### config.mk
export PLATFORM = sky130hd
export DESIGN_NAME = quadrature_position_velocity_tracker
export DESIGN_NICKNAME = d
export VERILOG_FILES = /design/src/design/qpvt_pkg.sv /design/src/design/quadrature_position_velocity_tracker.sv /design/src/design/qpvt_ctrl.sv /design/src/design/qpvt_datapath.sv
export SDC_FILE = /design/constraint.sdc
export NUM_CORES = 1
export LEC_CHECK = 0
export BUFFER_PORTS_ARGS = -buffer_cell sky130_fd_sc_hd__buf_2
export CORE_MARGIN = 2
export CORE_UTILIZATION = 55
export CTS_BUF_LIST = sky130_fd_sc_hd__clkbuf_2 sky130_fd_sc_hd__clkbuf_4 sky130_fd_sc_hd__clkbuf_8
export DETAILED_ROUTE_END_ITERATION = 16
export MAX_ROUTING_LAYER = met4
export PLACE_DENSITY = 0.74
export REMOVE_ABC_BUFFERS = 1
export SYNTH_ARGS = -nofsm -noshare
export SYNTH_HDL_FRONTEND = slang
export SYNTH_SLANG_ARGS = --single-unit
### constraint.sdc
create_clock -name aclk -period 11.5 [get_ports aclk]
set_clock_uncertainty 0.05 [all_clocks]
set_input_delay 0.575 -clock aclk [delete_from_list [all_inputs] [get_ports aclk]]
set_output_delay 0.575 -clock aclk [all_outputs]
set_load 0.1 [all_outputs]
### src/design/qpvt_pkg.sv
// ----------------------------------------------------------------------------
// qpvt_pkg
// Shared types and constants of the quadrature position/velocity tracker.
// ----------------------------------------------------------------------------
package qpvt_pkg;

    localparam int DataW   = 32;
    localparam int HalfW   = 16;
    localparam int ScaleW  = 10;
    localparam int DvdW    = 41;   // |delta| * 1000 < 2^41
    localparam int ProdW   = DataW + ScaleW;
    localparam int CntW    = 6;
    localparam int InDataW = 72;   // 65 payload bits padded to bytes
    localparam int OutDataW = 64;
    localparam int CfgIdxW = 2;

    localparam logic [ScaleW-1:0] MS_PER_S = ScaleW'(1000);
    localparam logic [CntW-1:0]   DIV_LAST = CntW'(DvdW - 1);

    // request codes
    localparam logic [1:0] REQ_POSITION = 2'd0;
    localparam logic [1:0] REQ_VELOCITY = 2'd1;
    localparam logic [1:0] REQ_RESET    = 2'd2;

    // register indexes
    localparam logic [CfgIdxW-1:0] CFG_COUNTER_32 = 2'd0;
    localparam logic [CfgIdxW-1:0] CFG_START_POS  = 2'd1;
    localparam logic [CfgIdxW-1:0] CFG_START_TIME = 2'd2;

    typedef struct packed {
        logic accept;
        logic mul;
        logic div_step;
        logic sat;
        logic load_out;
    } cmd_t;

    typedef struct packed {
        logic vel_start;
        logic div_last;
        logic out_free;
    } status_t;

endpackage

### src/design/quadrature_position_velocity_tracker.sv
// ----------------------------------------------------------------------------
// quadrature_position_velocity_tracker
// Extends raw quadrature counter readings to a 32-bit position and
// estimates velocity in counts per second.
// ----------------------------------------------------------------------------
// Position, reset, unused and unchanged-time requests go from accept straight
// to publish; velocity requests pass accept, multiply, 41 one-bit divider
// steps, saturate and publish.
// One request in flight: a new one is taken only once the last is published,
// also while its result waits; publish stalls while the output is still full.
// aresetn (synchronous) clears position, velocity, last reading, timestamp and mode.
// ----------------------------------------------------------------------------
module quadrature_position_velocity_tracker (
    input  logic                          aclk,
    input  logic                          aresetn,
    input  logic                          s_tvalid,
    output logic                          s_tready,
    // raw_count[31:0], time_ms[63:32], clear_position[64], zero pad
    input  logic [qpvt_pkg::InDataW-1:0]  s_tdata,
    // req_type[1:0]
    input  logic [1:0]                    s_tuser,
    output logic                          m_tvalid,
    input  logic                          m_tready,
    // position[31:0], velocity[63:32]
    output logic [qpvt_pkg::OutDataW-1:0] m_tdata,
    input  logic                          cfg_valid,
    output logic                          cfg_ready,
    input  logic [qpvt_pkg::CfgIdxW-1:0]  cfg_index,
    input  logic [qpvt_pkg::DataW-1:0]    cfg_data
);
    import qpvt_pkg::*;

    cmd_t    cmd;
    status_t status;

    assign cfg_ready = 1'b1;

    qpvt_ctrl u_ctrl (
        .aclk     (aclk),
        .aresetn  (aresetn),
        .s_tvalid (s_tvalid),
        .s_tready (s_tready),
        .status   (status),
        .cmd      (cmd)
    );

    qpvt_datapath u_datapath (
        .aclk      (aclk),
        .aresetn   (aresetn),
        .s_tdata   (s_tdata),
        .s_tuser   (s_tuser),
        .cfg_valid (cfg_valid),
        .cfg_index (cfg_index),
        .cfg_data  (cfg_data),
        .m_tvalid  (m_tvalid),
        .m_tready  (m_tready),
        .m_tdata   (m_tdata),
        .cmd       (cmd),
        .status    (status)
    );

endmodule

### src/design/qpvt_ctrl.sv
// ----------------------------------------------------------------------------
// qpvt_ctrl
// Sequencer: accept, multiply, divide, saturate, publish.
// ----------------------------------------------------------------------------
module qpvt_ctrl (
    input  logic              aclk,
    input  logic              aresetn,
    input  logic              s_tvalid,
    output logic              s_tready,
    input  qpvt_pkg::status_t status,
    output qpvt_pkg::cmd_t    cmd
);
    import qpvt_pkg::*;

    typedef enum logic [4:0] {
        ST_IDLE = 5'b00001,
        ST_MUL  = 5'b00010,
        ST_DIV  = 5'b00100,
        ST_SAT  = 5'b01000,
        ST_PUB  = 5'b10000
    } state_t;

    state_t state_reg, state_next;

    always_ff @(posedge aclk) begin
        if (!aresetn) begin
            state_reg <= ST_IDLE;
        end else begin
            state_reg <= state_next;
        end
    end

    always_comb begin
        state_next = state_reg;
        cmd        = '0;
        s_tready   = 1'b0;
        case (state_reg)
            ST_IDLE: begin
                s_tready = 1'b1;
                if (s_tvalid) begin
                    cmd.accept = 1'b1;
                    state_next = status.vel_start ? ST_MUL : ST_PUB;
                end
            end
            ST_MUL: begin
                cmd.mul    = 1'b1;
                state_next = ST_DIV;
            end
            ST_DIV: begin
                cmd.div_step = 1'b1;
                if (status.div_last) begin
                    state_next = ST_SAT;
                end
            end
            ST_SAT: begin
                cmd.sat    = 1'b1;
                state_next = ST_PUB;
            end
            ST_PUB: begin
                // wait for the output register to free up
                if (status.out_free) begin
                    cmd.load_out = 1'b1;
                    state_next   = ST_IDLE;
                end
            end
            default: begin
                state_next = ST_IDLE;
            end
        endcase
    end

endmodule

### src/design/qpvt_datapath.sv
// ----------------------------------------------------------------------------
// qpvt_datapath
// Tracker state, delta extension, scale multiply, restoring divider,
// saturation and the output register.
// ----------------------------------------------------------------------------
module qpvt_datapath (
    input  logic                               aclk,
    input  logic                               aresetn,
    input  logic [qpvt_pkg::InDataW-1:0]       s_tdata,
    input  logic [1:0]                         s_tuser,
    input  logic                               cfg_valid,
    input  logic [qpvt_pkg::CfgIdxW-1:0]       cfg_index,
    input  logic [qpvt_pkg::DataW-1:0]         cfg_data,
    output logic                               m_tvalid,
    input  logic                               m_tready,
    output logic [qpvt_pkg::OutDataW-1:0]      m_tdata,
    input  qpvt_pkg::cmd_t                     cmd,
    output qpvt_pkg::status_t                  status
);
    import qpvt_pkg::*;

    logic [DataW-1:0] raw_count, time_ms;
    logic             clear_position;
    logic [1:0]       req_type;

    assign raw_count      = s_tdata[DataW-1:0];
    assign time_ms        = s_tdata[2*DataW-1:DataW];
    assign clear_position = s_tdata[2*DataW];
    assign req_type       = s_tuser;

    logic             mode32_reg, mode32_next;
    logic [DataW-1:0] last_reg, last_next;
    logic [DataW-1:0] pos_reg, pos_next;
    logic [DataW-1:0] vel_reg, vel_next;
    logic [DataW-1:0] ltime_reg, ltime_next;

    // sample: difference, in 16-bit mode masked and sign-extended to 32 bits
    logic [DataW-1:0] diff32, delta, raw_kept;
    logic [HalfW-1:0] diff16;
    always_comb begin
        diff32 = raw_count - last_reg;
        diff16 = raw_count[HalfW-1:0] - last_reg[HalfW-1:0];
        if (mode32_reg) begin
            delta    = diff32;
            raw_kept = raw_count;
        end else begin
            delta    = {{(DataW-HalfW){diff16[HalfW-1]}}, diff16};
            raw_kept = {{(DataW-HalfW){1'b0}}, raw_count[HalfW-1:0]};
        end
    end

    logic time_moved;
    assign time_moved = (time_ms != ltime_reg);

    // divider operands
    logic             neg_reg;
    logic [DataW-1:0] mag_reg;
    logic [DataW-1:0] dt_reg;
    logic [DvdW-1:0]  dvd_reg;
    logic [DataW:0]   rem_reg;
    logic [CntW-1:0]  cnt_reg;

    logic [ProdW-1:0] prod;
    logic [DataW:0]   rem_shift, rem_sub;
    logic             q_bit;
    assign prod      = mag_reg * {{(ProdW-ScaleW){1'b0}}, MS_PER_S};
    assign rem_shift = {rem_reg[DataW-1:0], dvd_reg[DvdW-1]};
    assign rem_sub   = rem_shift - {1'b0, dt_reg};
    assign q_bit     = (rem_shift >= {1'b0, dt_reg});

    // saturate the signed quotient to int32
    localparam logic [DvdW-1:0] PosMax = DvdW'(32'h7FFF_FFFF);
    localparam logic [DvdW-1:0] NegMax = DvdW'(33'h1_0000_0000) >> 1;
    logic [DataW-1:0] sat_value;
    always_comb begin
        if (neg_reg) begin
            sat_value = (dvd_reg > NegMax) ? 32'h8000_0000
                                           : (~dvd_reg[DataW-1:0] + 32'd1);
        end else begin
            sat_value = (dvd_reg > PosMax) ? 32'h7FFF_FFFF : dvd_reg[DataW-1:0];
        end
    end

    always_comb begin
        mode32_next = mode32_reg;
        last_next   = last_reg;
        pos_next    = pos_reg;
        vel_next    = vel_reg;
        ltime_next  = ltime_reg;
        if (cfg_valid) begin
            case (cfg_index)
                CFG_COUNTER_32: mode32_next = cfg_data[0];
                CFG_START_POS:  pos_next    = cfg_data;
                CFG_START_TIME: ltime_next  = cfg_data;
                default: ;
            endcase
        end
        if (cmd.accept) begin
            case (req_type)
                REQ_POSITION: begin
                    last_next = raw_kept;
                    pos_next  = pos_reg + delta;
                end
                REQ_VELOCITY: begin
                    if (time_moved) begin
                        last_next  = raw_kept;
                        pos_next   = pos_reg + delta;
                        ltime_next = time_ms;
                    end
                end
                REQ_RESET: begin
                    last_next = '0;
                    vel_next  = '0;
                    if (clear_position) begin
                        pos_next = '0;
                    end
                end
                default: ;
            endcase
        end
        if (cmd.sat) begin
            vel_next = sat_value;
        end
    end

    always_ff @(posedge aclk) begin
        if (!aresetn) begin
            mode32_reg <= 1'b0;
            last_reg   <= '0;
            pos_reg    <= '0;
            vel_reg    <= '0;
            ltime_reg  <= '0;
        end else begin
            mode32_reg <= mode32_next;
            last_reg   <= last_next;
            pos_reg    <= pos_next;
            vel_reg    <= vel_next;
            ltime_reg  <= ltime_next;
        end
    end

    // divider payload
    always_ff @(posedge aclk) begin
        if (cmd.accept) begin
            neg_reg <= delta[DataW-1];
            mag_reg <= delta[DataW-1] ? (~delta + 32'd1) : delta;
            dt_reg  <= time_ms - ltime_reg;
        end
        if (cmd.mul) begin
            dvd_reg <= prod[DvdW-1:0];
            rem_reg <= '0;
        end else if (cmd.div_step) begin
            dvd_reg <= {dvd_reg[DvdW-2:0], q_bit};
            rem_reg <= q_bit ? rem_sub : rem_shift;
        end
    end

    always_ff @(posedge aclk) begin
        if (!aresetn) begin
            cnt_reg <= '0;
        end else if (cmd.mul) begin
            cnt_reg <= '0;
        end else if (cmd.div_step) begin
            cnt_reg <= cnt_reg + CntW'(1);
        end
    end

    // output register
    logic m_valid_reg;
    logic [OutDataW-1:0] m_data_reg;
    always_ff @(posedge aclk) begin
        if (!aresetn) begin
            m_valid_reg <= 1'b0;
        end else if (cmd.load_out) begin
            m_valid_reg <= 1'b1;
        end else if (m_tready) begin
            m_valid_reg <= 1'b0;
        end
    end

    always_ff @(posedge aclk) begin
        if (cmd.load_out) begin
            m_data_reg <= {vel_reg, pos_reg};
        end
    end

    assign m_tvalid = m_valid_reg;
    assign m_tdata  = m_data_reg;

    assign status.vel_start = (req_type == REQ_VELOCITY) && time_moved;
    assign status.div_last  = (cnt_reg == DIV_LAST);
    assign status.out_free  = !m_valid_reg || m_tready;

endmodule

## After elaboration in Yosys (flattened, before gate mapping)

Cells that the tools add are included.

- Input bits: 113
- Register bits: 343
- Word-level logic and storage cells: 101

- Multiply operators: 1
- Add/sub/neg operators: 8
- Multiplexer cells: 40
- Equality and inequality tests: 15
- Bitwise operators: 3
- Reduce and logical (&&, ||, !) cells: 15
- $lt $le $gt $ge: 3

Operators with widths:

| operator | number |
|---|---|
| $mux W32 | 20 |
| $pmux W32 S3 | 2 |
| $sub A32 B32 Y32 | 3 |
| $mux W41 | 2 |
| $add A32 B1 Y32 const B | 2 |
| $not A32 Y32 | 2 |
| $gt A41 B31 Y1 const B | 1 |
| $gt A41 B32 Y1 const B | 1 |
| $mul A32 B7 Y38 const B | 1 |
| $ge A33 B32 Y1 | 1 |
| $add A32 B32 Y32 | 1 |
| $ne A32 B32 Y1 | 1 |
| $mux W31 | 1 |
| $pmux W5 S5 | 1 |
| $mux W5 | 4 |
| $sub A16 B16 Y16 | 1 |
| $mux W1 | 10 |
| $reduce_bool A2 Y1 | 4 |
| $add A6 B1 Y6 const B | 1 |
| $eq A6 B6 Y1 const B | 1 |
| $ne A2 B2 Y1 const B | 3 |
| $reduce_and A3 Y1 | 2 |
| $eq A5 B1 Y1 const B | 1 |
| $eq A5 B2 Y1 const B | 1 |
| 14 further kinds | 18 |

## Depth between registers and ports, before layout

Gate-level depths: netlist of the first run.

- Word-level depth: 6
- Mapped depth: 24

## By module

Synthesis of the first run repeated with hierarchy kept, for this count alone.

- Cell total of the unflattened synthesis: 2,915
- Area total of the unflattened synthesis: 26,789.4 um^2

By module, submodules not included:

| module | area each (um^2) | cells an instance | times used |
|---|---|---|---|
| qpvt_datapath | 26,436.6 | 2,877 | 1 |
| qpvt_ctrl | 341.6 | 36 | 1 |
| quadrature_position_velocity_tracker | 11.3 | 2 | 1 |

## Worst setup path after synthesis of the first run

No wires, ideal clock.

- Path kind: reg-to-reg
- Start point: register u_datapath.mag_reg[6]
- End point: register u_datapath.dvd_reg[36], data pin
- Library setup time: 256 ps
- Clock period less this slack: 5,458 ps
- Setup slack: 6,042 ps
- Cell stages (with the launch flop): 21
- Arrival time: 5,151 ps
- Buffers on the path: 0
- Cell sequence: edfxtp_1 -> inv_1 -> fa_1 -> fa_1 -> inv_1 -> fa_1 -> inv_1 -> fa_1 -> inv_1 -> ha_1 -> and3_1 -> a221oi_1 -> o21bai_1 -> a221oi_2 -> o31a_1 -> o41a_2 -> o311a_1 -> nor3_1 -> a2111oi_2 -> xnor2_1 -> a22o_1

- Longest elaborated chain between the ends: 2

RTL lines:

| what | RTL line | source |
|---|---|---|
| from (decl) | qpvt_datapath.sv:57 | `logic [DataW-1:0] mag_reg;` |
| from (signal assigned) | qpvt_datapath.sv:146 | `mag_reg <= delta[DataW-1] ? (~delta + 32'd1) : delta;` |
| $mul A32 B7 Y38 | qpvt_datapath.sv:66 | `assign prod = mag_reg * {{(ProdW-ScaleW){1'b0}}, MS_PER_S};` |
| $mux W41 | qpvt_datapath.sv:149 | `if (cmd.mul) begin` |
| to (signal assigned) | qpvt_datapath.sv:150 | `dvd_reg <= prod[DvdW-1:0];` |
| to (signal assigned) | qpvt_datapath.sv:153 | `dvd_reg <= {dvd_reg[DvdW-2:0], q_bit};` |
| to (decl) | qpvt_datapath.sv:59 | `logic [DvdW-1:0] dvd_reg;` |

Every way passes these cells.
A chain may end at the register's enable or synchronous reset.

## Worst setup path after layout of the first run

Ends and elaborated chain as after synthesis.

==> results of run 1 <==
==> layout make-up <==
type | instances | area, µm²
clock buffers | 86 | 1070
fillers | 4006 | 18400
flip-flops and latches | 343 | 8540
well taps | 615 | 769
repair buffers | 191 | 1010
diodes | 2 | 5.00
clock inverters | 24 | 246
multi-input cells | 2115 | 16500
inverters | 261 | 980
==> kinds of logic (layout without fill, tap and decap cells) <==
| family | after synthesis | in the layout | synth area share (%) |
|---|---|---|---|
| AOI/OAI and AO/OA | 764 | 764 | 19.8 |
| xor gates and xnor gates | 165 | 165 | 5.50 |
| adders and majority gates | 340 | 340 | 19.6 |
| buffers and inverters | 374 | 562 | 5.45 |
| DFF | 343 | 343 | 32.3 |
| muxes | 76 | 76 | 2.93 |
| other | 1 | 3 | 0.0142 |
| and+or+nand+nor | 769 | 769 | 14.4 |
==> metrics by stage <==
step / setup slack [ns] / utilization [%] / instance area (µm²) / total power [mW] / cells
CTS: 5.38 / 61.2 / 29100 / 9.19 / 3635
global route: 5.02 / 61.2 / 29100 / 10.1 / 3637
floorplan: 5.75 / - / 26000 / 6.52 / 2719
detailed placement: 5.40 / 58.4 / 27800 / 7.92 / 3525
finish: 5.42 / 61.2 / 29100 / 9.18 / 3637
global placement: 5.48 / 58.4 / 27800 / 7.72 / 3525
==> path summary, 6_finish.rpt <==
path	start	end	slack, ns	depth (start not counted)
hold reg to reg	u_datapath.vel_reg[20]	u_datapath.m_tdata[52]	0.38	0
setup reg to reg	u_datapath.mag_reg[6]	u_datapath.dvd_reg[36]	5.42	20
hold / removal	s_tdata[49]	u_datapath.ltime_reg[17]	0.12	2
setup / recovery	u_datapath.mag_reg[6]	u_datapath.dvd_reg[36]	5.42	20
==> cells in the mapped netlist (all sizes together), types with 7 or more instances <==
cell type	number	area share, %
xor2	84	2.8
xnor2	81	2.7
nand3	91	1.7
nor3	35	0.71
edfxtp	167	19
o21ai	139	2.6
clkbuf	93	1.3
a21o	75	2.1
o21a	22	0.63
o211ai	18	0.55
o21bai	26	0.74
a32oi	11	0.36
a21oi	167	3.2
a221oi	10	0.36
and4	9	0.30
mux2	7	0.31
dfxtp	176	13
nor3b	13	0.39
a211oi	15	0.46
nor2	130	1.8
nand4	25	0.59
and2	35	0.84
nor2b	27	0.64
o221ai	20	0.66
a21boi	69	2.0
nand3b	9	0.26
a22o	17	0.56
mux2i	69	2.6
nand2	290	4.1
or3	14	0.35
inv	261	3.7
a22oi	7	0.20
and3	23	0.54
ha	218	10
or2	7	0.17
o31ai	16	0.54
o22ai	29	0.69
fa	122	9.2
a31oi	32	0.76
o311ai	11	0.36
buf	20	0.42
nor4	13	0.36
o211a	36	1.4
nand2b	26	0.62
==> worst register-to-register path, stage by stage, from the launching register on <==
cell,delay [ns]
edfxtp_1,0.58
inv_1,0.15
fa_1,0.51
fa_1,0.51
inv_1,0.05
fa_1,0.49
inv_1,0.05
fa_1,0.50
inv_1,0.04
ha_1,0.31
and3_1,0.18
a221oi_1,0.40
o21bai_1,0.14
a221oi_2,0.37
o31a_1,0.28
o41a_2,0.21
o311a_1,0.29
nor3_1,0.09
a2111oi_2,0.33
xnor2_1,0.10
a22o_1,0.19
==> power by group through the flow <==
| stage | registers [mW] | logic, mW | clock network [mW] |
|---|---|---|---|
| 4_1_cts | 1.52 | 6.42 | 1.26 |
| 3_5_place_dp | 1.54 | 6.38 | 0 |
| 5_1_grt | 1.53 | 7.25 | 1.31 |
| 2_1_floorplan | 1.55 | 4.97 | 0 |
| 6_report | 1.52 | 6.43 | 1.23 |
| 3_3_place_gp | 1.54 | 6.18 | 0 |
==> routing by layer <==
layer	wire, µm	vias up	track usage, %	share of wire [%]
li1	-	10426	-	-
met1	30100	10291	36.3	45
met2	31400	576	45.3	47
met3	3560	115	3.69	5.3
met4	2040	0	8.42	3.1
met5	0	-	-	0
==> results by group, run 1 <==
Outcome
  • Status: finished clean

CTS
  • Max H-tree Level: 2
  • TritonCTS Buffers: 58
  • Post_cts resized: 0
  • Worst-path clk slew: 0.07 ns
  • CTS tree: yes
  • Setup Buffers After CTS: 0
  • CTS Hold Bufs: 0
  • CTS max path bufs: 3
  • Clock Sinks: approximately 340
  • Worst skew pair latency: roughly 0.7 ns
  • Clk root buf: clkbuf_8

Timing
  • Setup TNS: 0 ns
  • Maximum clock rate: 0.164 GHz
  • Slew Viols, Final: 0
  • RSZ-0062 raised after global routing: false
  • Minimum clock period after layout: between 6 and 7 ns
  • Period utilization: between 50% and 60%
  • Actual slew at the worst max-slew pin: 1.28 ns
  • Final setup vio count: 0
  • Max transition margin: 14.9%
  • Hold slack: 0.123 ns
  • Hold Vio Cnt, Final: 0

GRT
  • Vias in the first global route: 20.7k
  • Largest net degree at the start of global routing: 83
  • Initial antenna violation count: 2
  • Total gr overflow: 0
  • Global-route wire length before repair: 109000 µm
  • GRT Total Usage: approximately 28%

Routing
  • Post-route DRC violation count: 0
  • Starting DRT DRC Count: around 1.5k
  • Drt wl/cell: 18.4 µm
  • Final Routed Wirelength: about 67000 µm
  • Detail Route Antenna Nets: 0
  • Drt pass-1 iters: 6
  • Routed vias/inst: between 5 and 6
  • Via count of the routed design: 21.4k

Critical path
  • Worst-path maximum fanout: 5
  • Critical path class: reg -> reg
  • Slowest CP cell: edfxtp_1
  • Worst Path Required: 11.87 ns
  • Top delay family on crit path: adder cells
  • CP startpoint kind: flip-flop
  • Critical Path AT: 6.45 ns
  • Nature of the critical path endpoint: flip-flop
  • Slowest Stage Delay on Critical Path: just under 0.6 ns
  • Worst path bufs/invs: 4
  • Worst path cell trace: inv_1 > fa_1 > fa_1 > inv_1 > fa_1 > inv_1 > fa_1 > inv_1 > ha_1 > and3_1 > a221oi_1 > o21bai_1 > a221oi_2 > o31a_1 > o41a_2 > o311a_1 > nor3_1 > a2111oi_2 > xnor2_1 > a22o_1

Floorplanning
  • Total core area: 0.0475 mm²
  • Die area: 0.0498 mm²
  • Die Span X: 223 µm
  • # IOs: 180
  • Starting Density: between 50 and 60%
  • Num rows: 80
  • Chip height: 223 µm

Worst hold path
  • Hold Path Class: in -> reg

Synth
  • Post-synth EDFFs: ~170
  • Synth Register Bits: 343
  • Post-Syn Area per Cell: 9.33 µm²
  • Sequential fraction of the synthesis area: 32.3%
  • Synthesized area: 0.0264 mm²
  • FFs w/ async S/R, synth: 0%
  • Syn Inst Count: around 2.8k
  • Ys flop type: dfxtp_1
  • Synth warnings: 0
  • Synth cell types: 102

Cells and area
  • Area growth, synth to finish: 10.2%
  • Max reg flops: 64
  • Most frequent cells in the layout: 290 x nand2_1, 260 x inv_1, 218 x ha_1, 176 x dfxtp_1, 170 x buf_2
  • Nets: 3423
  • Most common cell after layout, fill and taps aside: nand2_1
  • Share of layout cells above drive strength 1: 11.7%

Pwr
  • Reg power frac: between 10% and 20%
  • Internal power: 4.84 mW
  • IR drop worst, VDD: approximately 0.43 mV
  • Power Dens Cells: 315 mW/mm²
  • Psw: 4.34 mW
  • Switching part of the total power: 47.3%
  • Clock share of power: a little over an eighth
  • Comb pwr share: 70.1%
  • Lkg Pwr: 12.9 nW

Job
  • Max-cap check violation count: 0

Placement
  • Post-DP HPWL: 51700 µm
  • Placer Congestion: 0.932
  • IO buf count: 171
No activity file was read; power rests on OpenSTA's default activity.
==> run 2: changes to the inputs <==
- ABC_AREA: unset -> 1
- PLACE_DENSITY: 0.74 -> 0.73
- clock period: 11.5 -> 6.2 ns (I/O delays scaled with it)
==> run 2 against run 1 <==
Synthesized cell count is 34% higher. Sequential cell count did not move. Non-clock buffer count grew 81. Critical path depth grew 2. Count of clock-buffer cells in the layout shrank 5. Hold slack worse by 0.063 ns. Sequential share of layout area shrank 2.7 points. Design area increased by 10%. Area after synthesis grew 7.5%. Cell count up 31%. Fmax increased by 20%.
==> results by group, run 2 <==
Floorplanning
  • Num rows: 83 (+3.8%)
  • Die Span X: 231 µm (+3.6%)
  • # IOs: 180 (unchanged)
  • Chip height: 231 µm (+3.6%)
  • Die area: 0.0535 mm² (+7.3%)
  • Total core area: 0.0512 mm² (+7.7%)
  • Starting Density: 55.5% (-0.10 points)

CTS
  • Clock Sinks: 343 (unchanged)
  • Clk root buf: clkbuf_8
  • Max H-tree Level: 2 (unchanged)
  • Setup Buffers After CTS: 0 (unchanged)
  • CTS max path bufs: 3 (unchanged)
  • TritonCTS Buffers: 59 (+1.7%)
  • Worst skew pair latency: 0.66 ns (-0.02 ns)
  • Worst-path clk slew: 0.06 ns (about the same)
  • CTS tree: yes

Timing
  • Final setup vio count: 0 (unchanged)
  • Maximum clock rate: 0.197 GHz (+20%)
  • Minimum clock period after layout: 5.07 ns (-1.01 ns)
  • Actual slew at the worst max-slew pin: 1.07 ns (-0.208 ns)
  • RSZ-0062 raised after global routing: false
  • Hold Vio Cnt, Final: 0 (unchanged)
  • Period utilization: 81.8% (+29 points)
  • Setup TNS: 0 ns (unchanged)
  • Max transition margin: 28.7% (+14 points)
  • Hold slack: 0.0604 ns (-0.0631 ns)
  • Slew Viols, Final: 0 (unchanged)

Critical path
  • Setup crit end: u_datapath.dvd_reg[36]
  • Critical Path Start: u_datapath.mag_reg[5]
  • CP startpoint kind: flip-flop
  • Reg2Reg Setup Slack: 1.13 ns (-4.29 ns)
  • Top cell by count, worst path: nand2_1
  • Worst R2R Start: u_datapath.mag_reg[5]
  • Slowest CP cell: fa_1
  • Worst path cell trace: inv_1 > fa_1 > fa_1 > inv_1 > fa_1 > inv_1 > fa_1 > inv_1 > ha_1 > nand2_1 > nor2_1 > inv_1 > o21ai_1 > a21boi_0 > o21ai_1 > nand2_1 > o21ai_1 > nand2_1 > nand2_1 > nand2_1 > nand3_1 > nand2_1
  • Slowest Stage Delay on Critical Path: 0.53 ns (-0.05 ns)
  • Worst-path maximum fanout: 6 (+1)
  • Register-to-Register Path Depth: 22 (+10%)
  • End of the worst register-to-register path: u_datapath.dvd_reg[36]
  • Critical Path AT: 5.42 ns (-1.03 ns)
  • Nature of the critical path endpoint: flip-flop
  • Critical path class: reg -> reg
  • Worst Path Required: 6.55 ns (-5.32 ns)

Cells and area
  • Area occupied by multi-input gates: 0.0171 mm² (+3.7%)
  • Fin area: 0.0321 mm² (+10%)
  • Register Area: 0.00854 mm² (unchanged)
  • Share of layout cells above drive strength 1: 9.54% (-2.1 points)
  • Max reg flops: 64 (unchanged)
  • Nets: 4492 (+31%)
  • Most common cell after layout, fill and taps aside: nand2_1
  • Most frequent cells in the layout: 859 x nand2_1, 616 x inv_1, 309 x nor2_1, 296 x a21oi_1, 218 x ha_1
  • Finished Core Util: 62.7% (+1.5 points)
  • Area growth, synth to finish: 13.0%
  • Fillers: 4664 (+16%)

Synth
  • Ys flop type: dfxtp_1
  • Synth Register Bits: 343 (unchanged)
  • Synth area leaders: edfxtp_1 18%, dfxtp_1 12%, nand2_1 11%
  • FFs w/ async S/R, synth: 0% (unchanged)
  • Post-Syn Area per Cell: 7.47 µm² (-20%)
  • Synthesized area: 0.0284 mm² (+7.5%)
  • Synth cell types: 69 (-32%)
  • Sequential fraction of the synthesis area: 30.1% (-2.2 points)
  • Cell taking the most area after synthesis: edfxtp_1
  • Top cells by count, synth: 859 x nand2_1, 618 x inv_1, 311 x nor2_1
  • Syn Inst Count: 3800 (+34%)
  • Top-count cell post-synth: nand2_1
  • Post-synth top area share: 17.7% (-1.3 points)
  • Synth warnings: 0 (unchanged)
  • Post-synth EDFFs: 167 (unchanged)

GRT
  • Global-route wire length before repair: 123000 µm (+14%)
  • GRT Total Usage: 29.4% (+1.6 points)
  • Total gr overflow: 0 (unchanged)
  • Initial antenna violation count: 5 (+3)
  • Vias in the first global route: 24.5k (+18%)
  • Largest net degree at the start of global routing: 68 (-18%)

Routing
  • Routed vias/inst: 5.36 (-9.0%)
  • Drt wl/cell: 15.8 µm (-14%)
  • Post-route DRC violation count: 0 (unchanged)
  • Final Routed Wirelength: 75500 µm (+13%)
  • Via count of the routed design: 25.6k (+19%)
  • Detail Route Antenna Nets: 0 (unchanged)
  • Starting DRT DRC Count: 1593 (+6.9%)
  • Drt pass-1 iters: 5 (-1)

Job
  • Max-cap check violation count: 0 (unchanged)

Placement
  • Post-DP HPWL: 59100 µm (+14%)
  • IO buf count: 171 (unchanged)
  • Placed Area: 0.0298 mm² (+7.3%)
  • Placer Congestion: 0.996 (+6.8%)

Worst hold path
  • Hold Path Class: in -> reg

Outcome
  • Status: finished clean
run 2: changes by cell type after synthesis, sizes merged, moves of 27 or more:
cell    before  now
a21o        75   19
nand2      290  894
o211a       36    0
nor2       130  326
a21oi      167  302
mux2i       69   14
nand3       91  175
and2        35    5
a21boi      69    7
nor2b       27    0
xnor2       81   40
o21ai      139  233
inv        261  625
nand4       25   57
run 2: area by class of cell:
cell class	count	area share, %
Clock inverter	29	1.14
Timing Repair Buffer	272	5.70
Tap cell	680	2.65
Inverter	629	7.39
Sequential cell	343	26.6
Multi-Input combinational cell	2734	53.3
Antenna cell	4	0.0312
Clock buffer	81	3.22
run 2: routing by layer:
layer  global-route usage [%]  part of all wire, %  routed length [µm]
met5                        -                    0                   0
met4                     13.3                  4.9                3710
met3                     3.21                  5.0                3800
met2                     46.4                   44               33500
met1                     38.3                   46               34500
run 2: cells by family (layout without fill, tap and decap cells):
logic type	count (synthesis)	after routing	share of synthesized area (%)
simple gates	1538	1538	23.1
buf+inv	723	1011	9.87
xor+xnor	106	106	3.32
mux	14	14	0.494
other cells	1	5	0.0132
fa+ha+maj	340	340	18.2
flops	343	343	30.1
compound gates	735	735	14.9
run 2: through the flow:
step,worst slack [ns],cells
finish,1.13,4772
global route,0.684,4772
CTS,1.12,4768
detailed placement,1.14,4572
global placement,1.21,4572
floorplan,1.57,3706
run 2: worst max-delay path, delay by kind of cell, from the launching register on:
kind / cells / cell delay [ns]
flip-flops: 1 / 0.43
AO/OA/AOI/OAI: 4 / 0.84
adder cells (fa/ha/maj): 5 / 2.34
buffers and inverters: 5 / 0.46
AND/OR/NAND/NOR: 8 / 0.68
run 2: timing repair:
item,CTS,global route
hold endpoints to repair,76,0
hold buffers,86,0
resized for setup,0,0
run 2: worst min-delay path by stage:
stage | slack (ns) | cells past startpoint | startpoint | endpoint
2_1_floorplan | 0.33 | 1 | aresetn | u_ctrl.state_reg[0]
3_3_place_gp | 0.36 | 0 | u_datapath.vel_reg[0] | u_datapath.m_tdata[32]
3_5_place_dp | 0.37 | 0 | u_datapath.vel_reg[0] | u_datapath.m_tdata[32]
4_1_cts | 0.02 | 3 | aresetn | u_ctrl.state_reg[0]
5_1_grt | 0.07 | 3 | cfg_data[15] | u_datapath.pos_reg[15]
6_report | 0.06 | 5 | cfg_data[4] | u_datapath.ltime_reg[4]
Power of run 2 is not shown: default switching activity piles up to over one toggle a cycle in this logic, so the estimate is an artifact.
